==> src/bpagc_pkg.sv <==
package bpagc_pkg;

   // result field widths
   localparam int GAIN_W = 24;

   // gain constants, signed Q8.16
   localparam logic signed [GAIN_W-1:0] GAIN_UNITY = 24'sd65536;
   localparam logic signed [GAIN_W-1:0] GAIN_MAX   = 24'sh7FFFFF;
   localparam logic signed [GAIN_W-1:0] GAIN_MIN   = 24'sh800000;

   // configuration port
   localparam int CSR_IDX_W  = 3;
   localparam int CSR_DATA_W = 16;

   localparam logic [CSR_IDX_W-1:0] CSR_ENABLE        = 3'd0;
   localparam logic [CSR_IDX_W-1:0] CSR_TARGET_LEVEL  = 3'd1;
   localparam logic [CSR_IDX_W-1:0] CSR_AVERAGE_COUNT = 3'd2;
   localparam logic [CSR_IDX_W-1:0] CSR_STEP_DIVISOR  = 3'd3;
   localparam logic [CSR_IDX_W-1:0] CSR_UNITY_FLOOR   = 3'd4;

   // register widths
   localparam int TARGET_W = 16;
   localparam int COUNT_W  = 5;
   localparam int STEPDIV_W = 11;

   // register reset values
   localparam logic                       ENABLE_RST   = 1'b1;
   localparam logic signed [TARGET_W-1:0] TARGET_RST   = 16'sd16384;
   localparam logic [COUNT_W-1:0]         COUNT_RST    = 5'd16;
   localparam logic [STEPDIV_W-1:0]       STEPDIV_RST  = 11'd4;
   localparam logic                       UNITY_RST    = 1'b0;
   localparam logic [STEPDIV_W-1:0]       STEPDIV_MAX  = 11'd1024;

   // gain update sequencer
   typedef enum logic [2:0] {
      ST_IDLE,
      ST_SUM,
      ST_MEAN,
      ST_NEED,
      ST_DIFF,
      ST_STEP
   } agc_state_type;

endpackage

==> src/bpagc_req_if.sv <==
interface bpagc_req_if #(parameter int SAMPLE_BITS = 16);
   logic                          valid;
   logic                          ready;
   logic signed [SAMPLE_BITS-1:0] sample;
   logic                          last_in_block;

   modport source (output valid, sample, last_in_block, input ready);
   modport sink   (input valid, sample, last_in_block, output ready);
endinterface

==> src/bpagc_rsp_if.sv <==
interface bpagc_rsp_if #(parameter int SAMPLE_BITS = 16);
   import bpagc_pkg::*;

   logic                          valid;
   logic                          ready;
   logic signed [GAIN_W-1:0]      gain;
   logic                          gain_updated;
   logic signed [SAMPLE_BITS-1:0] block_peak;

   modport source (output valid, gain, gain_updated, block_peak, input ready);
   modport sink   (input valid, gain, gain_updated, block_peak, output ready);
endinterface

==> src/bpagc_ram.sv <==
module bpagc_ram #(
   parameter int WIDTH = 16,
   parameter int DEPTH = 16,
   parameter int AW    = 4
) (
   input  logic             clock,
   input  logic             wr_en,
   input  logic [AW-1:0]    wr_addr,
   input  logic [WIDTH-1:0] wr_data,
   input  logic [AW-1:0]    rd_addr,
   output logic [WIDTH-1:0] rd_data
);
   logic [WIDTH-1:0] mem_ff [DEPTH];
   logic [WIDTH-1:0] rd_data_ff;

   // one write port, one registered read port
   always_ff @(posedge clock) begin
      if (wr_en) begin
         mem_ff[wr_addr] <= wr_data;
      end
      rd_data_ff <= mem_ff[rd_addr];
   end

   assign rd_data = rd_data_ff;
endmodule

==> src/bpagc_div.sv <==
module bpagc_div #(
   parameter int DVW = 37,
   parameter int DSW = 16
) (
   input  logic           clock,
   input  logic           reset,
   input  logic           start,
   input  logic [DVW-1:0] dividend,
   input  logic [DSW-1:0] divisor,
   output logic           done,
   output logic [DVW-1:0] quotient
);
   localparam int CNT_W = $clog2(DVW + 1);

   logic [DVW-1:0]   quo_ff;
   logic [DSW-1:0]   rem_ff;
   logic [DSW-1:0]   rem_in;
   logic [DSW-1:0]   dsr_ff;
   logic [CNT_W-1:0] cnt_ff;
   logic             busy_ff;
   logic             done_ff;
   logic [DSW:0]     trial;
   logic             fits;

   // restoring step: one quotient bit per cycle
   always_comb begin
      trial  = {rem_ff, quo_ff[DVW-1]};
      fits   = trial >= {1'b0, dsr_ff};
      rem_in = fits ? DSW'(trial - {1'b0, dsr_ff}) : trial[DSW-1:0];
   end

   // control
   always_ff @(posedge clock) begin
      if (reset) begin
         busy_ff <= 1'b0;
         done_ff <= 1'b0;
         cnt_ff  <= '0;
      end else begin
         done_ff <= 1'b0;
         if (start) begin
            busy_ff <= 1'b1;
            cnt_ff  <= CNT_W'(DVW);
         end else if (busy_ff) begin
            cnt_ff <= cnt_ff - 1'b1;
            if (cnt_ff == CNT_W'(1)) begin
               busy_ff <= 1'b0;
               done_ff <= 1'b1;
            end
         end
      end
   end

   // datapath
   always_ff @(posedge clock) begin
      if (start) begin
         quo_ff <= dividend;
         rem_ff <= '0;
         dsr_ff <= divisor;
      end else if (busy_ff) begin
         quo_ff <= {quo_ff[DVW-2:0], fits};
         rem_ff <= rem_in;
      end
   end

   assign done     = done_ff;
   assign quotient = quo_ff;
endmodule

==> src/block_peak_agc_gain.sv <==
// Block-peak automatic gain control.
// Samples come in on req_chan, each with a last-of-block flag; the block keeps
// the largest sample of the current block. Every block end gives one item on
// rsp_chan: the gain (signed Q8.16), an update flag and the block peak.
// While enabled, each block peak goes into a ring of the last average_count
// peaks, and every average_count+1 block ends the ring mean sets a new gain.
// The csr_ port writes one register per cycle; write it only while idle.
// Samples that do not end a block are accepted whenever the sequencer is idle
// and the result register is free. A block end without a gain update gives its
// item on the next cycle. A block end with an update runs the ring sum over
// the RAM read port and then up to three divisions on one shared bit-serial
// divider, during which req_chan.ready is low. A zero mean ends after the
// first division, and the unity floor skips the third one when the needed
// gain is below unity.
// Reset clears the ring (per-entry valid bits), the gain to unity and the
// configuration registers to their defaults. A stalled receiver holds the
// result register; req_chan.ready stays low for every sample until it is taken.
module block_peak_agc_gain #(
   parameter int SAMPLE_BITS = 16,
   parameter int PEAK_DEPTH  = 16
) (
   input  logic                                clock,
   input  logic                                reset,
   bpagc_req_if.sink                           req_chan,
   bpagc_rsp_if.source                         rsp_chan,
   input  logic                                csr_wr_en,
   input  logic [bpagc_pkg::CSR_IDX_W-1:0]     csr_index,
   input  logic [bpagc_pkg::CSR_DATA_W-1:0]    csr_wr_data
);
   import bpagc_pkg::*;

   localparam int SW     = SAMPLE_BITS + COUNT_W;
   localparam int DVW    = (SW > 32) ? SW : 32;
   localparam int DSW    = (SAMPLE_BITS > STEPDIV_W) ? SAMPLE_BITS : STEPDIV_W;
   localparam int AW     = (PEAK_DEPTH > 1) ? $clog2(PEAK_DEPTH) : 1;
   localparam int CMP_W  = (AW + 1 > COUNT_W) ? AW + 1 : COUNT_W;
   localparam int DIFF_W = GAIN_W + 1;
   localparam int STEP_W = GAIN_W + 2;
   localparam logic signed [SAMPLE_BITS-1:0] SAMPLE_MIN =
      {1'b1, {(SAMPLE_BITS-1){1'b0}}};

   // configuration registers
   logic                       enable_ff;
   logic signed [TARGET_W-1:0] target_ff;
   logic [COUNT_W-1:0]         avg_ff;
   logic [STEPDIV_W-1:0]       stepdiv_ff;
   logic                       unity_ff;

   // block tracking and ring control
   logic signed [SAMPLE_BITS-1:0] running_ff;
   logic                          block_start_ff;
   logic [AW-1:0]                 ptr_ff;
   logic [COUNT_W-1:0]            hold_ff;
   logic [PEAK_DEPTH-1:0]         valid_ff;
   logic                          rd_valid_ff;

   // sequencer and datapath
   agc_state_type                 state_ff, state_in;
   logic [COUNT_W-1:0]            idx_ff;
   logic                          pend_ff;
   logic signed [SW-1:0]          sum_ff;
   logic signed [GAIN_W-1:0]      gain_ff, gain_in;
   logic signed [GAIN_W-1:0]      needed_ff, needed_in;
   logic                          diff_neg_ff;
   logic signed [SAMPLE_BITS-1:0] peak_hold_ff;

   // result register
   logic                          rsp_valid_ff;
   logic signed [GAIN_W-1:0]      rsp_gain_ff;
   logic                          rsp_upd_ff;
   logic signed [SAMPLE_BITS-1:0] rsp_peak_ff;

   logic                          req_ready;
   logic                          accept;
   logic                          last_acc;
   logic                          slot_free;
   logic signed [SAMPLE_BITS-1:0] peak_now;
   logic [COUNT_W-1:0]            n_eff;
   logic [STEPDIV_W-1:0]          d_eff;
   logic [CMP_W-1:0]              ptr_plus;
   logic [COUNT_W-1:0]            hold_next;
   logic                          upd_due;
   logic [SAMPLE_BITS-1:0]        ram_q;
   logic signed [SAMPLE_BITS-1:0] entry;
   logic [SW-1:0]                 sum_mag;
   logic [TARGET_W-1:0]           tgt_mag;
   logic signed [DIFF_W-1:0]      diff;
   logic [DIFF_W-1:0]             diff_mag;
   logic signed [STEP_W-1:0]      step;
   logic signed [STEP_W-1:0]      gain_sum;
   logic                          need_neg;

   logic                          div_start;
   logic [DVW-1:0]                div_dividend;
   logic [DSW-1:0]                div_divisor;
   logic                          div_done;
   logic [DVW-1:0]                div_quo;

   logic                          emit;
   logic                          emit_upd;
   logic                          idx_issue;

   // handshake
   assign slot_free      = !rsp_valid_ff || rsp_chan.ready;
   assign req_ready      = (state_ff == ST_IDLE) && slot_free;
   assign req_chan.ready = req_ready;
   assign accept         = req_chan.valid && req_ready;
   assign last_acc       = accept && req_chan.last_in_block;

   // running peak including the sample at the port
   assign peak_now = (block_start_ff || (req_chan.sample > running_ff)) ?
                     req_chan.sample : running_ff;

   // effective count and divisor
   always_comb begin
      if (avg_ff == '0) begin
         n_eff = COUNT_W'(1);
      end else if (32'(avg_ff) > PEAK_DEPTH) begin
         n_eff = COUNT_W'(PEAK_DEPTH);
      end else begin
         n_eff = avg_ff;
      end
      if (stepdiv_ff == '0) begin
         d_eff = STEPDIV_W'(1);
      end else if (stepdiv_ff > STEPDIV_MAX) begin
         d_eff = STEPDIV_MAX;
      end else begin
         d_eff = stepdiv_ff;
      end
   end

   // ring pointer and hold counter advance
   assign ptr_plus  = CMP_W'(ptr_ff) + CMP_W'(1);
   assign hold_next = hold_ff + COUNT_W'(1);
   assign upd_due   = (hold_next > n_eff) || (hold_next == '0);

   // peak ring
   bpagc_ram #(
      .WIDTH (SAMPLE_BITS),
      .DEPTH (PEAK_DEPTH),
      .AW    (AW)
   ) u_ring (
      .clock   (clock),
      .wr_en   (last_acc && enable_ff),
      .wr_addr (ptr_ff),
      .wr_data (peak_now),
      .rd_addr (AW'(idx_ff)),
      .rd_data (ram_q)
   );

   // entries never written read as zero
   assign entry = rd_valid_ff ? $signed(ram_q) : '0;

   // magnitudes for the unsigned divider
   assign sum_mag  = sum_ff[SW-1] ? SW'(-sum_ff) : SW'(sum_ff);
   assign tgt_mag  = target_ff[TARGET_W-1] ? TARGET_W'(-target_ff) : TARGET_W'(target_ff);
   assign diff     = {needed_ff[GAIN_W-1], needed_ff} - {gain_ff[GAIN_W-1], gain_ff};
   assign diff_mag = diff[DIFF_W-1] ? DIFF_W'(-diff) : DIFF_W'(diff);
   assign need_neg = target_ff[TARGET_W-1] ^ sum_ff[SW-1];

   // saturated needed gain from the second division
   always_comb begin
      if (!need_neg) begin
         if (div_quo > DVW'(GAIN_MAX)) begin
            needed_in = GAIN_MAX;
         end else begin
            needed_in = div_quo[GAIN_W-1:0];
         end
      end else begin
         if (div_quo > {{(DVW-GAIN_W){1'b0}}, GAIN_MIN}) begin
            needed_in = GAIN_MIN;
         end else begin
            needed_in = -$signed(div_quo[GAIN_W-1:0]);
         end
      end
   end

   // gain step from the third division, saturated
   always_comb begin
      step = diff_neg_ff ? -$signed({1'b0, div_quo[DIFF_W-1:0]})
                         : $signed({1'b0, div_quo[DIFF_W-1:0]});
      gain_sum = STEP_W'(gain_ff) + step;
      if (gain_sum > STEP_W'(GAIN_MAX)) begin
         gain_in = GAIN_MAX;
      end else if (gain_sum < STEP_W'(GAIN_MIN)) begin
         gain_in = GAIN_MIN;
      end else begin
         gain_in = gain_sum[GAIN_W-1:0];
      end
   end

   // divider operand select
   always_comb begin
      case (state_ff)
         ST_SUM: begin
            div_dividend = DVW'(sum_mag);
            div_divisor  = DSW'(n_eff);
         end
         ST_MEAN: begin
            div_dividend = DVW'({tgt_mag, 16'b0});
            div_divisor  = DSW'(div_quo[SAMPLE_BITS-1:0]);
         end
         default: begin
            div_dividend = DVW'(diff_mag);
            div_divisor  = DSW'(d_eff);
         end
      endcase
   end

   bpagc_div #(
      .DVW (DVW),
      .DSW (DSW)
   ) u_div (
      .clock    (clock),
      .reset    (reset),
      .start    (div_start),
      .dividend (div_dividend),
      .divisor  (div_divisor),
      .done     (div_done),
      .quotient (div_quo)
   );

   // sequencer next state and strobes
   always_comb begin
      state_in  = state_ff;
      div_start = 1'b0;
      emit      = 1'b0;
      emit_upd  = 1'b0;
      idx_issue = 1'b0;
      case (state_ff)
         ST_IDLE: begin
            if (last_acc) begin
               if (enable_ff && upd_due) begin
                  state_in = ST_SUM;
               end else begin
                  emit = 1'b1;
               end
            end
         end
         ST_SUM: begin
            idx_issue = (idx_ff < n_eff);
            if (!idx_issue && !pend_ff) begin
               div_start = 1'b1;
               state_in  = ST_MEAN;
            end
         end
         ST_MEAN: begin
            if (div_done) begin
               if (div_quo == '0) begin
                  emit     = 1'b1;
                  state_in = ST_IDLE;
               end else begin
                  div_start = 1'b1;
                  state_in  = ST_NEED;
               end
            end
         end
         ST_NEED: begin
            if (div_done) begin
               state_in = ST_DIFF;
            end
         end
         ST_DIFF: begin
            if (unity_ff && (needed_ff < GAIN_UNITY)) begin
               emit     = 1'b1;
               emit_upd = 1'b1;
               state_in = ST_IDLE;
            end else begin
               div_start = 1'b1;
               state_in  = ST_STEP;
            end
         end
         ST_STEP: begin
            if (div_done) begin
               emit     = 1'b1;
               emit_upd = 1'b1;
               state_in = ST_IDLE;
            end
         end
         default: begin
            state_in = ST_IDLE;
         end
      endcase
   end

   // control state
   always_ff @(posedge clock) begin
      if (reset) begin
         state_ff       <= ST_IDLE;
         enable_ff      <= ENABLE_RST;
         target_ff      <= TARGET_RST;
         avg_ff         <= COUNT_RST;
         stepdiv_ff     <= STEPDIV_RST;
         unity_ff       <= UNITY_RST;
         running_ff     <= SAMPLE_MIN;
         block_start_ff <= 1'b1;
         ptr_ff         <= '0;
         hold_ff        <= '0;
         valid_ff       <= '0;
         gain_ff        <= GAIN_UNITY;
         rsp_valid_ff   <= 1'b0;
         pend_ff        <= 1'b0;
         idx_ff         <= '0;
      end else begin
         state_ff <= state_in;

         // register writes
         if (csr_wr_en) begin
            case (csr_index)
               CSR_ENABLE:        enable_ff  <= csr_wr_data[0];
               CSR_TARGET_LEVEL:  target_ff  <= $signed(csr_wr_data[TARGET_W-1:0]);
               CSR_AVERAGE_COUNT: avg_ff     <= csr_wr_data[COUNT_W-1:0];
               CSR_STEP_DIVISOR:  stepdiv_ff <= csr_wr_data[STEPDIV_W-1:0];
               CSR_UNITY_FLOOR:   unity_ff   <= csr_wr_data[0];
               default: begin
               end
            endcase
         end

         // block peak tracking
         if (accept) begin
            if (req_chan.last_in_block) begin
               running_ff     <= SAMPLE_MIN;
               block_start_ff <= 1'b1;
            end else begin
               running_ff     <= peak_now;
               block_start_ff <= 1'b0;
            end
         end

         // ring pointer, hold count, valid bits
         if (last_acc && enable_ff) begin
            valid_ff[ptr_ff] <= 1'b1;
            ptr_ff <= (ptr_plus >= CMP_W'(n_eff)) ? '0 : AW'(ptr_plus);
            hold_ff <= upd_due ? '0 : hold_next;
         end

         // ring sum read sequence
         if (state_ff == ST_IDLE) begin
            idx_ff  <= '0;
            pend_ff <= 1'b0;
         end else if (state_ff == ST_SUM) begin
            pend_ff <= idx_issue;
            if (idx_issue) begin
               idx_ff <= idx_ff + COUNT_W'(1);
            end
         end

         // gain update
         if (state_ff == ST_DIFF && state_in == ST_IDLE) begin
            gain_ff <= GAIN_UNITY;
         end else if (state_ff == ST_STEP && div_done) begin
            gain_ff <= gain_in;
         end

         // result register
         if (emit) begin
            rsp_valid_ff <= 1'b1;
         end else if (rsp_chan.ready) begin
            rsp_valid_ff <= 1'b0;
         end
      end
   end

   // datapath registers
   always_ff @(posedge clock) begin
      rd_valid_ff <= valid_ff[AW'(idx_ff)];

      if (state_ff == ST_IDLE) begin
         sum_ff <= '0;
      end else if (state_ff == ST_SUM && pend_ff) begin
         sum_ff <= sum_ff + SW'(entry);
      end

      if (last_acc) begin
         peak_hold_ff <= peak_now;
      end

      if (state_ff == ST_NEED && div_done) begin
         needed_ff <= needed_in;
      end

      if (state_ff == ST_DIFF) begin
         diff_neg_ff <= diff[DIFF_W-1];
      end

      // result payload
      if (emit) begin
         rsp_upd_ff <= emit_upd;
         if (state_ff == ST_IDLE) begin
            rsp_gain_ff <= gain_ff;
            rsp_peak_ff <= peak_now;
         end else begin
            rsp_peak_ff <= peak_hold_ff;
            if (state_ff == ST_DIFF) begin
               rsp_gain_ff <= GAIN_UNITY;
            end else if (state_ff == ST_STEP) begin
               rsp_gain_ff <= gain_in;
            end else begin
               rsp_gain_ff <= gain_ff;
            end
         end
      end
   end

   assign rsp_chan.valid        = rsp_valid_ff;
   assign rsp_chan.gain         = rsp_gain_ff;
   assign rsp_chan.gain_updated = rsp_upd_ff;
   assign rsp_chan.block_peak   = rsp_peak_ff;
endmodule

==> src/flat_wrapper.sv <==
// flat-port wrapper written by rule: the top's interface ports become plain ports
module block_peak_agc_gain_flat import bpagc_pkg::*;
#(
   parameter int SAMPLE_BITS = 16,
   parameter int PEAK_DEPTH  = 16
)
  (clock, reset, csr_wr_en, csr_index, csr_wr_data, req_chan_valid, req_chan_sample, req_chan_last_in_block, req_chan_ready, rsp_chan_valid, rsp_chan_gain, rsp_chan_gain_updated, rsp_chan_block_peak, rsp_chan_ready);
  bpagc_req_if #(.SAMPLE_BITS(SAMPLE_BITS)) req_chan_i ();
  bpagc_rsp_if #(.SAMPLE_BITS(SAMPLE_BITS)) rsp_chan_i ();
  input  logic clock;
  input  logic reset;
  input  logic csr_wr_en;
  input  logic [bpagc_pkg::CSR_IDX_W-1:0] csr_index;
  input  logic [bpagc_pkg::CSR_DATA_W-1:0] csr_wr_data;
  input wire logic [$bits(req_chan_i.valid)-1:0] req_chan_valid;
  input wire logic [$bits(req_chan_i.sample)-1:0] req_chan_sample;
  input wire logic [$bits(req_chan_i.last_in_block)-1:0] req_chan_last_in_block;
  output wire logic [$bits(req_chan_i.ready)-1:0] req_chan_ready;
  output wire logic [$bits(rsp_chan_i.valid)-1:0] rsp_chan_valid;
  output wire logic [$bits(rsp_chan_i.gain)-1:0] rsp_chan_gain;
  output wire logic [$bits(rsp_chan_i.gain_updated)-1:0] rsp_chan_gain_updated;
  output wire logic [$bits(rsp_chan_i.block_peak)-1:0] rsp_chan_block_peak;
  input wire logic [$bits(rsp_chan_i.ready)-1:0] rsp_chan_ready;
  assign req_chan_i.valid = req_chan_valid;
  assign req_chan_i.sample = req_chan_sample;
  assign req_chan_i.last_in_block = req_chan_last_in_block;
  assign req_chan_ready = req_chan_i.ready;
  assign rsp_chan_valid = rsp_chan_i.valid;
  assign rsp_chan_gain = rsp_chan_i.gain;
  assign rsp_chan_gain_updated = rsp_chan_i.gain_updated;
  assign rsp_chan_block_peak = rsp_chan_i.block_peak;
  assign rsp_chan_i.ready = rsp_chan_ready;
  block_peak_agc_gain #(.SAMPLE_BITS(SAMPLE_BITS), .PEAK_DEPTH(PEAK_DEPTH)) u_core (.clock(clock), .reset(reset), .req_chan(req_chan_i), .rsp_chan(rsp_chan_i), .csr_wr_en(csr_wr_en), .csr_index(csr_index), .csr_wr_data(csr_wr_data));
endmodule
==> config.mk <==
export PLATFORM = sky130hd
export DESIGN_NAME = block_peak_agc_gain_flat
export DESIGN_NICKNAME = d
export VERILOG_FILES = /design/src/bpagc_pkg.sv /design/src/bpagc_req_if.sv /design/src/bpagc_rsp_if.sv /design/src/bpagc_ram.sv /design/src/bpagc_div.sv /design/src/block_peak_agc_gain.sv /design/src/flat_wrapper.sv
export SDC_FILE = /design/constraint.sdc
export NUM_CORES = 1
export LEC_CHECK = 0
export BUFFER_PORTS_ARGS = -buffer_cell sky130_fd_sc_hd__buf_2
export CORE_AREA = 10 10 355 357
export DETAILED_ROUTE_END_ITERATION = 8
export DIE_AREA = 0 0 365 367
export GPL_TIMING_DRIVEN = 0
export PLACE_DENSITY = 0.43
export SLEW_MARGIN = 30
export SYNTH_ARGS = -nofsm -noshare
export SYNTH_HDL_FRONTEND = slang
export SYNTH_SLANG_ARGS = --single-unit
==> constraint.sdc <==
create_clock -name clock -period 6.3 [get_ports clock]
set_clock_uncertainty 0.1 [all_clocks]
set_input_delay 0.315 -clock clock [delete_from_list [all_inputs] [get_ports clock]]
set_output_delay 0.315 -clock clock [all_outputs]
set_load 0.1 [all_outputs]
# Word-level counts from Yosys, hierarchy flattened
# Memory sizes are Yosys's and may differ from the RTL's. A register that Yosys moved wholly into a read port is not among the register bits.
# Cells that the tools add are included.
# word_totals
output_inout_bits	43
n_memories	1
elab_cells	174
ram_bits	256
ff_bits	286
# mem_list
name	words	word_bits	read_ports	rd_clocked_by_memory_dff	wr	line_no	source
u_core.u_ring.mem_ff	16	16	1	1	1	bpagc_ram.sv:13	logic [WIDTH-1:0] mem_ff [DEPTH];
# op_classes
addsub	13
order_cmp	15
reduce_logical	37
n_bitwise	3
n_mux	65
eq_ne	10
# op_table
cell	count
$mux W24	8
$mux W16	6
$mux W32	2
$pmux W32 S2	1
$gt A32 B23 Y1 const B	1
$gt A32 B24 Y1 const B	1
$logic_not A32 Y1	1
$pmux W16 S2	1
$add A24 B26 Y26	1
$gt A26 B24 Y1 const B	1
$lt A26 B24 Y1 const B	1
$mux W26	1
$neg A25 Y26	1
$mux W25	1
$neg A25 Y25	1
$sub A24 B24 Y25	1
$lt A24 B18 Y1 const B	1
$neg A24 Y24	1
$mux W1	22
$mux W11	2
$add A21 B16 Y21	1
$mux W21	1
$mux W3	7
$neg A21 Y21	1
other kinds (41)	78

# Depth between registers and ports, before layout
# logic_depth
ltp_word	12
depth_mapped	21
depth_no_buf	20

# Cells and area by module
# Synthesis repeated with hierarchy kept, for this count alone.
# unflattened
hier_cells	2679
area_unflattened_um2	29598.4
# by_module_without_submodules
module	cells_per_inst	area_per_inst_um2	n_inst	seq_area_each_um2
block_peak_agc_gain	1878	15519.9	1	5104.9
bpagc_ram	432	10042.1	1	8007.7
bpagc_div	369	4036.4	1	1921.8

# Worst setup path before layout
# OpenSTA, ideal clock, no wires.
# synth_timing
path_kind	register to register
start	register u_core.state_ff[2]
end	memory u_core.u_ring.mem_ff[3][0] (enable)
setup_time_ns	0.412
path_slack_ns	0.612
path_stages_with_launch	11
synth_period_minus_slack_ns	5.688
arrival_ns	5.176
cell_sequence	dfxtp_1 clkbuf_1 or3_1 clkbuf_1 nor2_1 nand2_1 nor2_1 and2_1 clkbuf_1 nand2_1 nor3_1
# synth_via
elab_chain_cells	7
# synth_lines
item	line_no	source
start: declaration	block_peak_agc_gain.sv:58	agc_state_type state_ff, state_in;
start signal: assignment	block_peak_agc_gain.sv:305	state_ff <= state_in;
$logic_not A3 Y1	block_peak_agc_gain.sv:105	assign req_ready = (state_ff == ST_IDLE) && slot_free;
$logic_and A1 B1 Y1	block_peak_agc_gain.sv:105	
via req_chan_ready	flat_wrapper.sv:18	output wire logic [$bits(req_chan_i.ready)-1:0] req_chan_ready;
$logic_and A1 B1 Y1	block_peak_agc_gain.sv:107	assign accept = req_chan.valid && req_ready;
$logic_and A1 B1 Y1	block_peak_agc_gain.sv:108	assign last_acc = accept && req_chan.last_in_block;
via u_core.last_acc	block_peak_agc_gain.sv:75	logic last_acc;
$logic_and A1 B1 Y1	block_peak_agc_gain.sv:144	.wr_en (last_acc && enable_ff),
$mux W1	bpagc_ram.sv:18	if (wr_en) begin
$mux W1 (not written as such)	bpagc_ram.sv:19	mem_ff[wr_addr] <= wr_data;
end: declaration	bpagc_ram.sv:13	
# The timed path passes the listed nets, and every way through them passes these cells.

# Worst setup path after layout
# layout_timing
start	register u_core.u_div.quo_ff[1], in the netlist u_core.u_div.quotient[1]
end	register u_core.rsp_gain_ff[2], in the netlist u_core.rsp_chan.gain[2], data pin
# layout_via
elab_chain_cells	9
word_cells_on_any_way	10
classes_between	2 x add/sub; 2 x order compare; 6 x mux
# layout_lines
item	line_no	source
start: declaration	bpagc_div.sv:15	logic [DVW-1:0] quo_ff;
start signal: assignment	bpagc_div.sv:56	quo_ff <= dividend;
start signal: assignment	bpagc_div.sv:60	quo_ff <= {quo_ff[DVW-2:0], fits};
$neg A25 Y26	block_peak_agc_gain.sv:180	step = diff_neg_ff ? -$signed({1'b0, div_quo[DIFF_W-1:0]})
$mux W26 (*)	block_peak_agc_gain.sv:180	
$add A24 B26 Y26 (*)	block_peak_agc_gain.sv:182	gain_sum = STEP_W'(gain_ff) + step;
$lt A26 B24 Y1	block_peak_agc_gain.sv:185	end else if (gain_sum < STEP_W'(GAIN_MIN)) begin
$mux W24	block_peak_agc_gain.sv:185	
$mux W24 (*)	block_peak_agc_gain.sv:183	if (gain_sum > STEP_W'(GAIN_MAX)) begin
$mux W24 (*)	block_peak_agc_gain.sv:397	end else if (state_ff == ST_STEP) begin
$mux W24 (*)	block_peak_agc_gain.sv:395	if (state_ff == ST_DIFF) begin
$mux W24 (*)	block_peak_agc_gain.sv:390	if (state_ff == ST_IDLE) begin
end signal: assignment	block_peak_agc_gain.sv:391	rsp_gain_ff <= gain_ff;
end signal: assignment	block_peak_agc_gain.sv:398	rsp_gain_ff <= gain_in;
end signal: assignment	block_peak_agc_gain.sv:400	rsp_gain_ff <= gain_ff;
end: declaration	block_peak_agc_gain.sv:69	logic signed [GAIN_W-1:0] rsp_gain_ff;
# Every way passes the cells marked *; elsewhere a longest branch is shown, timed or not.
# A chain may end at the register's enable or synchronous reset.

==> summary.txt <==
Outcome
  – Status: finished clean

GRT
  – Largest net degree at the start of global routing: 27
  – Initial antenna violation count: 1
  – First-pass GRT wire length: 143 mm
  – Vias in the first global route: 21600
  – Total Routing Usage GR: 14.0%
  – Total gr overflow: 0

Detailed routing
  – Post-route ant nets: 0
  – Drt drc: 0
  – Vias: 21800
  – Final wirelength: 95.6 mm
  – WL/cell: 21.3 microns
  – Vias per cell: 4.84
  – Pre-Repair DR Iteration Count: 5
  – Drt initial violations: 1523

Cells and area
  – Area grow syn2layout: 19.5%
  – Fin nets: 3069
  – Final Cell Area: 35200 sq um
  – Fill cells: 12300
  – Share of layout cells above drive strength 1: 14.4%
  – Commonest cells after routing, fill and taps aside: edfxtp_1, nand2_1, nor2_1, a21oi_1, dfxtp_1
  – Diode count: 0
  – Commonest non-fill, non-tap cell in the layout: edfxtp_1

Synth
  – Synth Cell Area: 29500 sq um
  – Seq/Total Area, Yosys: 51.0%
  – Ys async rst share: 0%
  – Dominant cells by area after synthesis: edfxtp_1, dfxtp_1, mux4_2
  – EDFF count, synth: 386
  – Cells after Synth: 2675
  – Mean Syn Cell Area: 11.0 sq um
  – Post-synth top area share: 39.3%
  – Yosys warnings: 0
  – Post-synth top flop: edfxtp_1
  – Yosys top cell by area: edfxtp_1
  – Synthesized flop and latch total: 558
  – Yosys cell types: 91
  – Post-Synthesis Net Count: 2849

Setup path
  – Max stage delay on crit path: 0.50 ns
  – CP arrival: 6.33 ns
  – Worst reg2reg startpoint: u_core.u_div.quotient[1]
  – R2R setup slack: 0.36 ns
  – Path depth of the worst reg2reg path: 21
  – Crit Path Max Fanout: 10
  – Slowest-stage cell, CP: a221o_2
  – Reg-to-reg endpoint: u_core.rsp_chan.gain[2]
  – WP data required: 6.68 ns
  – Crit path cell chain: buf_4 > nor2_1 > nand3_1 > nor4_1 > nand2_1 > or3_1 > nand2_1 > xnor2_1 > ha_1 > clkbuf_1 > nand4_1 > nor4_2 > nand4_1 > a21boi_2 > a211oi_2 > a2111o_1 > a21o_1 > a221o_2 > buf_6 > o21ai_2 > a22o_1
  – Critical path class: reg2reg
  – Worst setup SP type: register
  – Buf/Inv on CP: 3
  – Crit path max-delay family: simple AND/OR/NAND/NOR gates
  – CP endpoint kind: register

Timing
  – Minimum hold slack: 0.0609 ns
  – Final Cycle Share: 94.4%
  – Crit path time final: 5.94 ns
  – Final Hold Fails: 0
  – Max Freq: 0.168 GHz
  – Setup-failing EPs final: 0
  – RSZ-0062 raised after global routing: false
  – Max Transition Viols Final: 0
  – Slew @ Worst Pin: 0.971 ns
  – Relative slew slack: 35.3%

Worst hold path
  – Hold EP: u_core.running_ff[15]
  – HP Class: in2reg
  – HP Start: req_chan_sample[15]
  – Hold depth: 4

Floorplanning
  – Die W: 365 microns
  – Initial Util: 24.8%
  – Die area: 134000 sq um
  – Die height: 367 microns
  – IO Pins: 84
  – Core Box Area: 119000 sq um
  – Site row count: 127

Power
  – Power Total: 8.73 mW
  – P_leak: 12.4 nW
  – Pwr/cell area: 248 nW/um^2
  – VDD IR max: 170 uV

Placement
  – Post-DP Area: 32500 sq um
  – Port bufs: 82
  – Placer congestion estimate: 0.853
  – Post-DP HPWL: 70.9 mm

Clock tree
  – Clock Path Buffers: 3
  – Clock Tree Root: clkbuf_16
  – CTS H-tree lvls: 3
  – Clk pin slew, worst setup/hold paths: 0.06 ns
  – TritonCTS Buffers: 68
  – Worst skew pair latency: 0.64 ns
  – Sink Count: 558
  – CTS tree: done

Flow run
  – Max-Cap Viols: 0
[per-layer routing]
layer | wire, microns | global-route usage [%] | up-vias
li1 | - | - | 10400
met1 | 43900 | 18.8 | 10700
met2 | 45600 | 23.2 | 456
met3 | 3660 | 1.89 | 139
met4 | 2500 | 3.93 | 0
met5 | 0 | 0 | -
[through the flow]
step                instances  TNS (ns)  worst slack (ns)  utilization (%)
floorplan                2675         0             0.612                -
global placement         4305   -292.87             -1.50             26.7
detailed placement       4333    -41.05             -1.05             27.3
CTS                      4499         0            0.0118             29.6
global route             4498         0            0.0269             29.6
finish                   4498         0             0.356             29.6
[layout make-up]
| type | count | area (sq um) | share of cell area, % |
|---|---|---|---|
| buffer | 141 | 594 | 1.69 |
| sequential | 558 | 15000 | 42.7 |
| multi-input combinational | 1859 | 13600 | 38.8 |
| timing repair buffer | 155 | 1360 | 3.87 |
| clock buffer | 90 | 1840 | 5.24 |
| inverter | 112 | 420 | 1.19 |
| clock inverter | 35 | 375 | 1.07 |
| tap | 1548 | 1940 | 5.50 |
[worst max path at each step]
| stage | from | cells after the start | end |
|---|---|---|---|
| detailed placement | u_core.u_div.quotient[0] | 21 | u_core.rsp_chan.gain[1] |
| global route | u_core.u_div.quotient[0] | 21 | u_core.rsp_chan.gain[12] |
| finish | u_core.u_div.quotient[1] | 21 | u_core.rsp_chan.gain[2] |
| CTS | u_core.u_div.quotient[0] | 21 | u_core.rsp_chan.gain[2] |
| global placement | u_core.state_ff[0] | 10 | u_core.u_ring.mem_ff[3][5] |
| floorplan | u_core.state_ff[2] | 10 | u_core.u_ring.mem_ff[3][0] |
[power by group]
group	switching (mW)	total, mW	internal [mW]
combinational	0.490	0.753	0.263
clock	1.70	3.92	2.23
sequential	0.0508	4.06	4.01
[cells in the mapped netlist, types with 35 or more instances]
cell and n:
nor3_1 64, xor2_1 62, mux4_2 85, a21oi_1 184, edfxtp_1 386, nand2_1 279, o21a_1 37, inv_1 111
nand3_1 51, a21o_1 35, ha_1 129, xnor2_1 88, clkbuf_1 123, nor2_1 216, o21ai_0 114, dfxtp_1 172
[registers in the layout, indices dropped and copies added (netlist names), 21 cells and up]
signal                 cells
u_core.sum_ff             21
u_core.gain_ff            24
u_core.needed_ff          24
u_core.rsp_chan.gain      24
u_core.u_div.quotient     32
u_core.u_ring.mem_ff     256
[worst register-to-register path: stages (launching register included)]
cell,delay (ns)
edfxtp_1,0.42
buf_4,0.21
nor2_1,0.18
nand3_1,0.23
nor4_1,0.42
nand2_1,0.23
or3_1,0.37
nand2_1,0.09
xnor2_1,0.10
ha_1,0.30
clkbuf_1,0.31
nand4_1,0.25
nor4_2,0.37
nand4_1,0.27
a21boi_2,0.24
a211oi_2,0.12
a2111o_1,0.40
a21o_1,0.20
a221o_2,0.50
buf_6,0.20
o21ai_2,0.08
a22o_1,0.19
[cell families after synthesis]
logic type / share of synthesized area [%]
DFF: 51.0
adders and majority gates: 5.75
buffers and inverters: 3.45
xor gates and xnor gates: 4.46
muxes: 7.69
AOI/OAI and AO/OA: 14.7
and+or+nand+nor: 12.9
[repair_timing]
item	4_1_cts	5_1_grt
hold endpoints to repair	51	0
endpoints found under the setup margin	47	45
hold buffers	36	0
pin swaps	3	2
cloned	0	0
buffers inserted	9	0
gates resized for setup	9	6
No activity file was read; power rests on OpenSTA's default activity.
